--- src/sv/assert_macros.svh ---
// Assertion macros used by the top-level RTL file of the block pool allocator.
// No dependencies; include by bare file name.
`ifndef ASSERT_MACROS_SVH
`define ASSERT_MACROS_SVH

// Same-cycle implication, disabled while reset is asserted.
`define ASSERT_IMPLY(lbl, clk, rst_n, ante, cons, msg) \
    lbl: assert property (@(posedge clk) disable iff (!(rst_n)) (ante) |-> (cons)) \
        else $error(msg);

// Next-cycle implication, disabled while reset is asserted.
`define ASSERT_NEXT(lbl, clk, rst_n, ante, cons, msg) \
    lbl: assert property (@(posedge clk) disable iff (!(rst_n)) (ante) |=> (cons)) \
        else $error(msg);

`endif

--- src/sv/fbfl_pkg.sv ---
// Package for the fixed block free list allocator: sizes, status codes
// and the controller/datapath interface structs. No dependencies.
package fbfl_pkg;

    // Block size must be a power of two; offsets are split by bit slicing.
    localparam int BLOCK_COUNT = 32;
    localparam int BLOCK_BYTES = 64;

    localparam int IDX_W    = $clog2(BLOCK_COUNT);
    localparam int LINK_W   = $clog2(BLOCK_COUNT + 1);
    localparam int BB_SHIFT = $clog2(BLOCK_BYTES);
    localparam int ADDR_W   = 32;
    localparam int STAT_W   = 3;

    localparam logic [LINK_W-1:0] LINK_NULL = LINK_W'(BLOCK_COUNT);
    localparam logic [ADDR_W-1:0] POOL_SPAN = ADDR_W'(BLOCK_COUNT * BLOCK_BYTES);
    localparam logic [ADDR_W-1:0] POOL_BASE_RESET = 32'd4096;

    localparam logic [0:0] FUNC_ALLOC = 1'b0;
    localparam logic [0:0] FUNC_FREE  = 1'b1;

    localparam logic [STAT_W-1:0] STAT_ALLOC  = 3'd0;
    localparam logic [STAT_W-1:0] STAT_EMPTY  = 3'd1;
    localparam logic [STAT_W-1:0] STAT_FREED  = 3'd2;
    localparam logic [STAT_W-1:0] STAT_NULL   = 3'd3;
    localparam logic [STAT_W-1:0] STAT_RANGE  = 3'd4;
    localparam logic [STAT_W-1:0] STAT_DOUBLE = 3'd5;

    // Commands from the controller to the datapath.
    typedef struct packed {
        logic load;   // capture the input beat
        logic eval;   // classify the request, push on a good free
        logic pop;    // finish an allocate with the fetched link
        logic emit;   // move the result into the output register
    } fbfl_cmd_t;

    // Status from the datapath back to the controller.
    typedef struct packed {
        logic need_pop;  // allocate with a non-empty list
        logic out_busy;  // output register holds a beat not yet taken
    } fbfl_sts_t;

endpackage

--- src/sv/fixed_block_free_list_allocator.sv ---
// Fixed-size block pool allocator, top level: joins the controller and the
// datapath. Depends on fbfl_pkg, fbfl_ctrl, fbfl_dpath and assert_macros.svh.
//
// This block hands out and takes back equal blocks of a pool of 32 blocks of 64
// bytes, starting at the byte address in pool_base (4096 after reset). Free
// blocks sit on a last-in first-out list; after reset it holds every block in
// ascending order. Each request beat gives exactly one result beat. An allocate
// returns the head block's address with status allocated, or status pool empty
// and address zero. A free of a null address, of an address outside the pool or
// not on a block boundary, or of a block that is already free is ignored and
// reported by its own status code; a good free puts the block back at the head.
// Requests are worked one at a time. A free steps through the idle state, in
// which the request beat is accepted, then check and done; an allocate steps
// through idle, check, pop and done, the pop state using the registered read
// of the link memory. The result is moved into the output register as the
// done state is left. The next request is taken in the cycle that follows,
// even if the sink has not yet taken the result. A new result waits while the
// output register still holds a beat the sink has not taken.
// pool_base may be rewritten while the block is idle; the list keeps block
// indices, so later addresses follow the new base.
`include "assert_macros.svh"

module fixed_block_free_list_allocator (
    input  logic        aclk,
    input  logic        aresetn,
    // Configuration: pool_base write.
    input  logic        cfg_we,
    input  logic [31:0] cfg_wdata,
    // Request channel.
    input  logic        s_tvalid,
    output logic        s_tready,
    input  logic [31:0] s_tdata,   // [31:0] block_addr
    input  logic        s_tuser,   // [0] func
    // Result channel.
    output logic        m_tvalid,
    input  logic        m_tready,
    output logic [31:0] m_tdata,   // [31:0] result_addr
    output logic [2:0]  m_tuser    // [2:0] status
);

    fbfl_pkg::fbfl_cmd_t cmd;
    fbfl_pkg::fbfl_sts_t sts;

    // The controller steps each request through capture, check, optional
    // link fetch and hand-off to the output register.
    fbfl_ctrl u_ctrl (
        .aclk     (aclk),
        .aresetn  (aresetn),
        .s_tvalid (s_tvalid),
        .s_tready (s_tready),
        .sts      (sts),
        .cmd      (cmd)
    );

    // The datapath holds all list state and the result register.
    fbfl_dpath u_dpath (
        .aclk      (aclk),
        .aresetn   (aresetn),
        .cfg_we    (cfg_we),
        .cfg_wdata (cfg_wdata),
        .s_tdata   (s_tdata),
        .s_tuser   (s_tuser),
        .m_tvalid  (m_tvalid),
        .m_tready  (m_tready),
        .m_tdata   (m_tdata),
        .m_tuser   (m_tuser),
        .cmd       (cmd),
        .sts       (sts)
    );

    // One request at a time: the cycle after an accepted beat is never ready.
    `ASSERT_NEXT(a_one_at_a_time, aclk, aresetn, s_tvalid && s_tready, !s_tready, "request accepted while busy")

    // Every result carries one of the defined status codes.
    `ASSERT_IMPLY(a_status_legal, aclk, aresetn, m_tvalid, m_tuser <= fbfl_pkg::STAT_DOUBLE, "undefined status code")

    // Only an allocation carries a nonzero address.
    `ASSERT_IMPLY(a_addr_zero, aclk, aresetn, m_tvalid && (m_tuser != fbfl_pkg::STAT_ALLOC), m_tdata == 32'd0, "address on non-allocate result")

endmodule

--- src/sv/fbfl_ctrl.sv ---
// Sequencing state machine of the block pool allocator.
// Depends on fbfl_pkg for the command and status structs.
module fbfl_ctrl (
    input  logic               aclk,
    input  logic               aresetn,
    input  logic               s_tvalid,
    output logic               s_tready,
    input  fbfl_pkg::fbfl_sts_t sts,
    output fbfl_pkg::fbfl_cmd_t cmd
);

    localparam logic [1:0] S_IDLE  = 2'd0;
    localparam logic [1:0] S_CHECK = 2'd1;
    localparam logic [1:0] S_POP   = 2'd2;
    localparam logic [1:0] S_DONE  = 2'd3;

    logic [1:0] state_reg;
    logic [1:0] state_next;

    always_comb begin
        state_next = state_reg;
        cmd        = '0;
        s_tready   = 1'b0;
        unique case (state_reg)
            S_IDLE: begin
                s_tready = 1'b1;
                if (s_tvalid) begin
                    cmd.load   = 1'b1;
                    state_next = S_CHECK;
                end
            end
            S_CHECK: begin
                cmd.eval   = 1'b1;
                state_next = sts.need_pop ? S_POP : S_DONE;
            end
            S_POP: begin
                cmd.pop    = 1'b1;
                state_next = S_DONE;
            end
            S_DONE: begin
                if (!sts.out_busy) begin
                    cmd.emit   = 1'b1;
                    state_next = S_IDLE;
                end
            end
            default: begin
                state_next = S_IDLE;
            end
        endcase
    end

    always_ff @(posedge aclk) begin
        if (!aresetn) begin
            state_reg <= S_IDLE;
        end else begin
            state_reg <= state_next;
        end
    end

endmodule

--- src/sv/fbfl_dpath.sv ---
// Datapath of the block pool allocator: base register, free list head,
// link memory, free bits and output register. Depends on fbfl_pkg.
module fbfl_dpath (
    input  logic                           aclk,
    input  logic                           aresetn,
    input  logic                           cfg_we,
    input  logic [fbfl_pkg::ADDR_W-1:0]    cfg_wdata,
    input  logic [fbfl_pkg::ADDR_W-1:0]    s_tdata,
    input  logic                           s_tuser,
    output logic                           m_tvalid,
    input  logic                           m_tready,
    output logic [fbfl_pkg::ADDR_W-1:0]    m_tdata,
    output logic [fbfl_pkg::STAT_W-1:0]    m_tuser,
    input  fbfl_pkg::fbfl_cmd_t            cmd,
    output fbfl_pkg::fbfl_sts_t            sts
);

    localparam int IDX_W  = fbfl_pkg::IDX_W;
    localparam int LINK_W = fbfl_pkg::LINK_W;
    localparam int ADDR_W = fbfl_pkg::ADDR_W;
    localparam int STAT_W = fbfl_pkg::STAT_W;
    localparam int NBLK   = fbfl_pkg::BLOCK_COUNT;

    logic [ADDR_W-1:0] pool_base_reg;
    logic [LINK_W-1:0] head_reg;
    logic [NBLK-1:0]   free_bits_reg;
    logic [NBLK-1:0]   link_valid_reg;
    logic [LINK_W-1:0] link_mem [NBLK];
    logic [LINK_W-1:0] link_q_reg;

    logic              func_reg;
    logic [ADDR_W-1:0] addr_reg;
    logic [STAT_W-1:0] status_reg;
    logic [ADDR_W-1:0] raddr_reg;

    logic              m_tvalid_reg;
    logic [ADDR_W-1:0] m_tdata_reg;
    logic [STAT_W-1:0] m_tuser_reg;

    logic [IDX_W-1:0]  head_idx;
    logic              head_null;
    logic [ADDR_W-1:0] offset;
    logic              in_range;
    logic [IDX_W-1:0]  free_idx;
    logic              is_null;
    logic              free_ok;
    logic [STAT_W-1:0] eval_status;
    logic [ADDR_W-1:0] alloc_addr;
    logic [LINK_W-1:0] pop_link;

    assign head_idx  = head_reg[IDX_W-1:0];
    assign head_null = (head_reg == fbfl_pkg::LINK_NULL);

    // Offset from the base, wrapping at 32 bits; a block must start on a boundary.
    assign offset   = addr_reg - pool_base_reg;
    assign in_range = (offset < fbfl_pkg::POOL_SPAN)
                    && (offset[fbfl_pkg::BB_SHIFT-1:0] == '0);
    assign free_idx = offset[fbfl_pkg::BB_SHIFT +: IDX_W];
    assign is_null  = (addr_reg == '0);
    assign free_ok  = (func_reg == fbfl_pkg::FUNC_FREE) && !is_null && in_range
                    && !free_bits_reg[free_idx];

    assign alloc_addr = pool_base_reg + (ADDR_W'(head_idx) << fbfl_pkg::BB_SHIFT);

    always_comb begin
        if (func_reg == fbfl_pkg::FUNC_ALLOC) begin
            eval_status = head_null ? fbfl_pkg::STAT_EMPTY : fbfl_pkg::STAT_ALLOC;
        end else if (is_null) begin
            eval_status = fbfl_pkg::STAT_NULL;
        end else if (!in_range) begin
            eval_status = fbfl_pkg::STAT_RANGE;
        end else if (free_bits_reg[free_idx]) begin
            eval_status = fbfl_pkg::STAT_DOUBLE;
        end else begin
            eval_status = fbfl_pkg::STAT_FREED;
        end
    end

    // A link entry never written since reset stands for its reset successor.
    assign pop_link = link_valid_reg[head_idx] ? link_q_reg : (head_reg + LINK_W'(1));

    assign sts.need_pop = (func_reg == fbfl_pkg::FUNC_ALLOC) && !head_null;
    assign sts.out_busy = m_tvalid_reg && !m_tready;

    // Link memory: one write port for pushes, one registered read for pops.
    always_ff @(posedge aclk) begin
        if (cmd.eval && free_ok) begin
            link_mem[free_idx] <= head_reg;
        end
        if (cmd.eval && (func_reg == fbfl_pkg::FUNC_ALLOC)) begin
            link_q_reg <= link_mem[head_idx];
        end
    end

    always_ff @(posedge aclk) begin
        if (!aresetn) begin
            pool_base_reg  <= fbfl_pkg::POOL_BASE_RESET;
            head_reg       <= '0;
            free_bits_reg  <= '1;
            link_valid_reg <= '0;
            m_tvalid_reg   <= 1'b0;
        end else begin
            if (cfg_we) begin
                pool_base_reg <= cfg_wdata;
            end
            if (cmd.eval && free_ok) begin
                head_reg                 <= LINK_W'(free_idx);
                free_bits_reg[free_idx]  <= 1'b1;
                link_valid_reg[free_idx] <= 1'b1;
            end
            if (cmd.pop) begin
                head_reg                <= pop_link;
                free_bits_reg[head_idx] <= 1'b0;
            end
            if (cmd.emit) begin
                m_tvalid_reg <= 1'b1;
            end else if (m_tready) begin
                m_tvalid_reg <= 1'b0;
            end
        end
    end

    always_ff @(posedge aclk) begin
        if (cmd.load) begin
            func_reg <= s_tuser;
            addr_reg <= s_tdata;
        end
        if (cmd.eval) begin
            status_reg <= eval_status;
            raddr_reg  <= sts.need_pop ? alloc_addr : '0;
        end
        if (cmd.emit) begin
            m_tdata_reg <= raddr_reg;
            m_tuser_reg <= status_reg;
        end
    end

    assign m_tvalid = m_tvalid_reg;
    assign m_tdata  = m_tdata_reg;
    assign m_tuser  = m_tuser_reg;

endmodule
--- config.mk ---
export PLATFORM = sky130hd
export DESIGN_NAME = fixed_block_free_list_allocator
export DESIGN_NICKNAME = d
export VERILOG_FILES = /design/src/sv/fbfl_pkg.sv /design/src/sv/fixed_block_free_list_allocator.sv /design/src/sv/fbfl_ctrl.sv /design/src/sv/fbfl_dpath.sv
export VERILOG_INCLUDE_DIRS = /design/src /design/src/sv
export SDC_FILE = /design/constraint.sdc
export NUM_CORES = 1
export LEC_CHECK = 0
export BUFFER_PORTS_ARGS = -buffer_cell sky130_fd_sc_hd__buf_2
export CAP_MARGIN = 20
export CORE_AREA = 2 2 179 181
export DETAILED_ROUTE_END_ITERATION = 8
export DIE_AREA = 0 0 181 183
export PLACE_DENSITY = 0.76
export SKIP_CTS_REPAIR_TIMING = 1
export SYNTH_ARGS = -nofsm -noshare
export SYNTH_HDL_FRONTEND = slang
export SYNTH_HIERARCHICAL = 1
export SYNTH_SLANG_ARGS = --single-unit
export TNS_END_PERCENT = 50
--- constraint.sdc ---
create_clock -name aclk -period 5.77 [get_ports aclk]
set_input_delay 0.577 -clock aclk [delete_from_list [all_inputs] [get_ports aclk]]
set_output_delay 0.577 -clock aclk [all_outputs]
set_load 0.01 [all_outputs]
==> results.json, run 1 <==
{
  "outcome": "complete, no violations",
  "rsz0062_at_grt": "no",
  "wl_per_cell_um": 23.53,
  "drv_cap": 0,
  "ys_dominant_reg_cell": "edfxtp_1",
  "die_w_um": 181,
  "fp.dieH_um": 183,
  "drtIter0Drc": 1561,
  "worst_slew_pin_slew_ns": 1.103,
  "critPathKind": "flip-flop to flip-flop",
  "grt_pass1_vias": 12500,
  "switching_share_pct": 32.74,
  "synth_area_per_cell_sq_um": 12.77,
  "startpoint_type": "flip-flop",
  "maxSlewViolCount": 0,
  "p_seq_share_pct": 41.6,
  "yosysWarnings": 6,
  "syn_nets": 1591,
  "dieArea_sq_um": 33120,
  "core-area_sq_um": 31230,
  "io_pins": 107,
  "clock_skew_ns": 0.03317,
  "ir_drop_v": 0.0002383,
  "endpoint_kind": "flip-flop",
  "clockBufferDepth": 3,
  "grt_max_degree": 84,
  "regMostFlops": "u_dpath/link_mem",
  "cts_buffers": 43,
  "syn_inst": 1475,
  "p_total_mw": 8.891,
  "cp_num_buf_inv": 3,
  "cp_num_cells": 15,
  "clk_pin_slew_worst_paths_ns": 0.06,
  "setup-tns-final_ns": 0,
  "worstPathArrival_ns": 5.17,
  "final_common_cell": "edfxtp_1",
  "grt_antenna_before_repair": 0,
  "cts_tree": "done",
  "syn_area_sq_um": 18840,
  "hp-class": "primary input to flip-flop",
  "final-setup-viol-count": 0,
  "worst-r2r-cell-count": 15,
  "post-route-period-util_pct": 86.78,
  "worstReg2RegStart": "u_dpath/addr_reg[0]",
  "worst-path-max-fanout": 32,
  "p_int_mw": 5.980,
  "cpLargestDelayFamily": "simple AND/OR/NAND/NOR gates",
  "largest_register_ffs": 192,
  "clockRootBuffer": "clkbuf_16",
  "row_count": 65,
  "wl_um": 46820,
  "fmax_ghz": 0.1997,
  "relSlewSlack_pct": 25.91,
  "start_util_pct": 60.33,
  "place_congestion": 0.9890,
  "drc": 0,
  "postLayoutCellArea_sq_um": 21070,
  "synth-edff-count": 301,
  "dpl-instance-area_sq_um": 19630,
  "synth_cell_types": 88,
  "synthArstFlopShare_pct": 0,
  "yosysSeqAreaShare_pct": 59.13,
  "dr_total_vias": 13000,
  "crit_required_ns": 5.94,
  "ant_nets": 0,
  "path_common_cell": "inv_1",
  "grt_pass1_wl_um": 72640,
  "insertion_delay_ns": 0.57,
  "critPathSlowestCell": "nor3_1",
  "dr.pass1.iters": 5,
  "layout_common_cells": "edfxtp_1, nand2_1, buf_2",
  "r2r-end": "u_dpath/link_mem[16][2]",
  "utilization_pct": 67.45,
  "min_period_ns": 5.007,
  "p_per_area_nw_per_um2": 422.1,
  "hold_viol": 0,
  "area_growth_pct": 11.81,
  "antenna_cells": 0,
  "grt_usage_pct": 28.50,
  "vias_per_cell": 6.534,
  "p_leak_nw": 7.117,
  "htree_num_levels": 2,
  "grt-ovfl-total": 0,
  "dp_hpwl_um": 31600,
  "synth_seq_cells": 406,
  "cts.sinks": 406,
  "layout-drive-gt1-share_pct": 18.32,
  "clock_power_share_pct": 31.3,
  "worstPathCellList": "inv_1, ha_1, inv_1, fa_1, a21oi_1, o22ai_2, o21ai_1, a211oi_1, nor4_1, nand4b_1, nor4b_1, and4_1, nand4_4, buf_4, nor3_1",
  "r2r_slack_ns": 0.76,
  "startpoint": "u_dpath/addr_reg[0]",
  "nets": 1671,
  "crit_path_end": "u_dpath/link_mem[16][2]",
  "cpPeakStageDelay_ns": 0.88,
  "combPwrFrac_pct": 27.0,
  "port_buffers": 106,
  "p_sw_mw": 2.911,
  "nFillCells": 2211
}
[cells in the mapped netlist (4+ instances only)]
cell type	number	area share (%)
a211oi_1	8	0.32
a21o_1	11	0.44
a21oi_1	40	1.1
a22oi_1	33	1.3
a311o_1	4	0.21
a311oi_1	5	0.23
a31o_2	4	0.19
a31oi_1	4	0.13
and2_1	10	0.33
and3_1	8	0.27
and4_1	4	0.19
buf_1	10	0.20
buf_2	13	0.35
buf_4	5	0.20
clkbuf_1	54	1.1
dfxtp_1	105	11
edfxtp_1	301	48
ha_1	44	2.9
inv_1	52	1.0
mux2_2	4	0.24
mux2i_1	35	1.9
mux4_2	64	7.7
nand2_1	111	2.2
nand2b_1	6	0.20
nand3_1	19	0.50
nand3b_1	5	0.20
nand4_1	31	1.0
nor2_1	100	2.0
nor2b_1	43	1.4
nor3_1	48	1.3
nor3_2	7	0.37
nor4_1	21	0.70
o211ai_1	7	0.28
o21a_1	11	0.44
o21ai_0	79	2.1
o21ai_1	12	0.32
o21bai_1	4	0.16
o221ai_1	6	0.28
o22ai_1	4	0.13
o311ai_0	19	0.88
o311ai_1	12	0.56
or3_1	8	0.27
xnor2_1	31	1.4
xor2_1	7	0.33
[cells by family after synthesis]
logic type	synth area share, %
flops	59.13
fa+ha+maj	3.135
xor+xnor	1.767
simple gates	12.31
buf+inv	3.002
compound gates	10.91
mux	9.749
[area by class of cell]
cell class                 count  area (sq um)  area share (%)
clock buffer                  58          1172           5.565
tap                          402         503.0           2.388
clock inverter                20         267.8           1.271
inverter                      52         195.2          0.9266
multi-input combinational    932          7142           33.90
timing repair buffer         120         635.6           3.017
sequential                   406         11150           52.93
[how the worst min path moves through the flow]
stage                                startpoint                   end  slack [ns]  cells after the start
after floorplan            u_dpath/raddr_reg[0]    u_dpath/m_tdata[0]        0.40                      0
after global placement     u_dpath/raddr_reg[1]    u_dpath/m_tdata[1]        0.40                      0
after detailed placement  u_dpath/raddr_reg[11]   u_dpath/m_tdata[11]        0.40                      0
after CTS                            s_tdata[9]   u_dpath/addr_reg[9]        0.18                      1
after global routing                s_tdata[12]  u_dpath/addr_reg[12]        0.19                      1
final                               s_tdata[12]  u_dpath/addr_reg[12]        0.20                      1
[power groups by stage]
stage	sequential (mW)	combinational [mW]	clock [mW]
finish	3.70	2.40	2.78
global route	3.73	2.58	2.93
CTS	3.71	2.35	2.82
detailed placement	3.76	2.34	0
global placement	3.75	2.31	0
floorplan	3.72	1.65	0
[worst register-to-register path: cells and delay by family (launching register included)]
family                   cells  cell delay [ns]
flip-flops                   1             0.39
adder cells (fa/ha/maj)      2             0.59
AND/OR/NAND/NOR              6             2.19
buffers and inverters        3             0.39
AO/OA/AOI/OAI                4             1.05
[metrics by stage]
stage          hold WS (ns)  setup WS (ns)  std cells
5_1_grt              0.1944         0.5218       1990
3_5_place_dp         0.4045         0.9937       1912
4_1_cts              0.1848         0.8754       1990
6_report             0.2049         0.7627       1990
3_3_place_gp         0.4004          1.165       1912
2_1_floorplan        0.4003          1.420       1475
[metal layers]
layer / part of all wire (%) / vias to the layer above / wire (um) / GRT usage, %
met1: 41 / 6316 / 19420 / 42.21
met3: 11 / 91 / 5057 / 5.798
li1: - / 5842 / - / -
met2: 45 / 753 / 21200 / 43.51
met5: 0 / - / 0 / 0
met4: 2.4 / 0 / 1137 / 7.545
No activity file was read; power rests on OpenSTA's default activity.
==> inputs of run 2 (changes only) <==
BUFFER_PORTS_ARGS = unset   (was -buffer_cell sky130_fd_sc_hd__buf_2)
CAP_MARGIN = 40   (was 20)
CORE_AREA = 2 2 175 177   (was 2 2 179 181)
DIE_AREA = 0 0 177 179   (was 0 0 181 183)
DONT_BUFFER_PORTS = 1   (was unset)
==> results.json, run 2 (same netlist as run 1, synthesis figures left out) <==
{
  "p_leak_nw": 6.692,
  "post-route-period-util_pct": 89.34,
  "layout_common_cells": "edfxtp_1, nand2_1, dfxtp_1",
  "insertion_delay_ns": 0.54,
  "setup-tns-final_ns": 0,
  "drv_cap": 0,
  "regMostFlops": "u_dpath/link_mem",
  "critPathSlowestCell": "nor3_1",
  "grt-ovfl-total": 0,
  "cts_tree": "done",
  "dr.pass1.iters": 5,
  "row_count": 64,
  "postLayoutCellArea_sq_um": 20480,
  "final-setup-viol-count": 0,
  "cpLargestDelayFamily": "simple AND/OR/NAND/NOR gates",
  "cts_buffers": 42,
  "worst_slew_pin_slew_ns": 0.9632,
  "clockBufferDepth": 3,
  "stdcell_count": 1887,
  "dpl-instance-area_sq_um": 19170,
  "layout-drive-gt1-share_pct": 12.63,
  "outcome": "complete, no violations",
  "fp.dieH_um": 179,
  "critPathKind": "flip-flop to flip-flop",
  "worst-path-max-fanout": 30,
  "htree_num_levels": 2,
  "grt_pass1_vias": 12160,
  "clock_skew_ns": 0.02273,
  "clockRootBuffer": "clkbuf_16",
  "startpoint_type": "flip-flop",
  "grt_max_degree": 116,
  "io_pins": 107,
  "dp_hpwl_um": 31790,
  "nets": 1571,
  "hp-class": "primary input to flip-flop",
  "grt_usage_pct": 29.27,
  "hold_viol": 0,
  "dr_total_vias": 12540,
  "core-area_sq_um": 30030,
  "port_buffers": 0,
  "relSlewSlack_pct": 35.29,
  "worstPathArrival_ns": 5.32,
  "crit_required_ns": 5.93,
  "ant_nets": 0,
  "cp_num_buf_inv": 0,
  "endpoint_kind": "flip-flop",
  "cts.sinks": 406,
  "worstPathCellList": "ha_1, nor2b_1, o31ai_1, nand2_1, a31oi_1, xnor2_1, nor3_1, a22oi_1, and4_1, nand4_4, nor3_1",
  "ir_drop_v": 0.0003443,
  "vias_per_cell": 6.647,
  "p_per_area_nw_per_um2": 422.1,
  "die_w_um": 177,
  "wl_per_cell_um": 24.50,
  "drc": 0,
  "final_common_cell": "edfxtp_1",
  "place_congestion": 0.9673,
  "area_growth_pct": 8.726,
  "cpPeakStageDelay_ns": 1.00,
  "largest_register_ffs": 192,
  "wl_um": 46220,
  "rsz0062_at_grt": "no",
  "min_period_ns": 5.155,
  "grt_antenna_before_repair": 4,
  "dp.cells": 1807,
  "drtIter0Drc": 1763,
  "clk_pin_slew_worst_paths_ns": 0.06,
  "start_util_pct": 62.74,
  "grt_pass1_wl_um": 70460,
  "dieArea_sq_um": 31680,
  "fmax_ghz": 0.1940,
  "path_common_cell": "nor3_1",
  "maxSlewViolCount": 0
}
[run 2: cell types whose count changed in the layout (fill, tap and decap cells not counted), sizes merged]
cell / delta
buf: -99
bufinv: -3
clkbuf: -4
clkinv: +7
clkinvlp: -1
diode: +2
inv: +1
[run 2: worst paths after layout]
kind                         start                       to  slack, ns  depth (start not counted)
min                     s_tdata[7]      u_dpath/addr_reg[7]       0.13                          0
min reg2reg  u_dpath/raddr_reg[26]      u_dpath/m_tdata[26]       0.42                          0
max            u_dpath/addr_reg[1]  u_dpath/link_mem[16][2]       0.61                         11
max reg2reg    u_dpath/addr_reg[1]  u_dpath/link_mem[16][2]       0.61                         11
[run 2: stage by stage]
stage	hold slack (ns)	total power [mW]	setup WS [ns]	utilization, %
after floorplan	0.4003	5.372	1.420	-
after global placement	0.4015	6.000	0.9140	63.63
after detailed placement	0.4088	6.072	0.7012	63.82
after CTS	0.1137	8.627	0.6670	68.20
after global routing	0.1160	9.000	0.3423	68.21
final	0.1287	8.646	0.6149	68.22
[run 2: routing by layer]
| layer | track usage [%] | part of all wire (%) | wire [um] | up-vias |
|---|---|---|---|---|
| met1 | 41.81 | 41 | 19110 | 6168 |
| met5 | 0 | 0.058 | 27 | - |
| met3 | 5.746 | 9.7 | 4502 | 83 |
| met4 | 8.058 | 2.4 | 1112 | 4 |
| li1 | - | - | - | 5637 |
| met2 | 46.21 | 46 | 21470 | 650 |
[run 2: cell type report]
| cell class | count | area [sq um] |
|---|---|---|
| sequential | 406 | 11150 |
| timing repair buffer | 21 | 185.2 |
| clock buffer | 54 | 1117 |
| antenna | 2 | 5.005 |
| clock inverter | 24 | 196.4 |
| tap | 396 | 495.5 |
| inverter | 52 | 195.2 |
| fill | 2060 | 9544 |
| multi-input combinational | 932 | 7142 |
[run 2: where the power goes]
part           internal, mW  switching [mW]  total [mW]  leakage [nW]
logic                 0.772            1.60        2.38          2.44
clock network          1.47            1.10        2.57         0.639
registers              3.53           0.172        3.70          3.61
total                  5.77            2.87        8.65          6.69
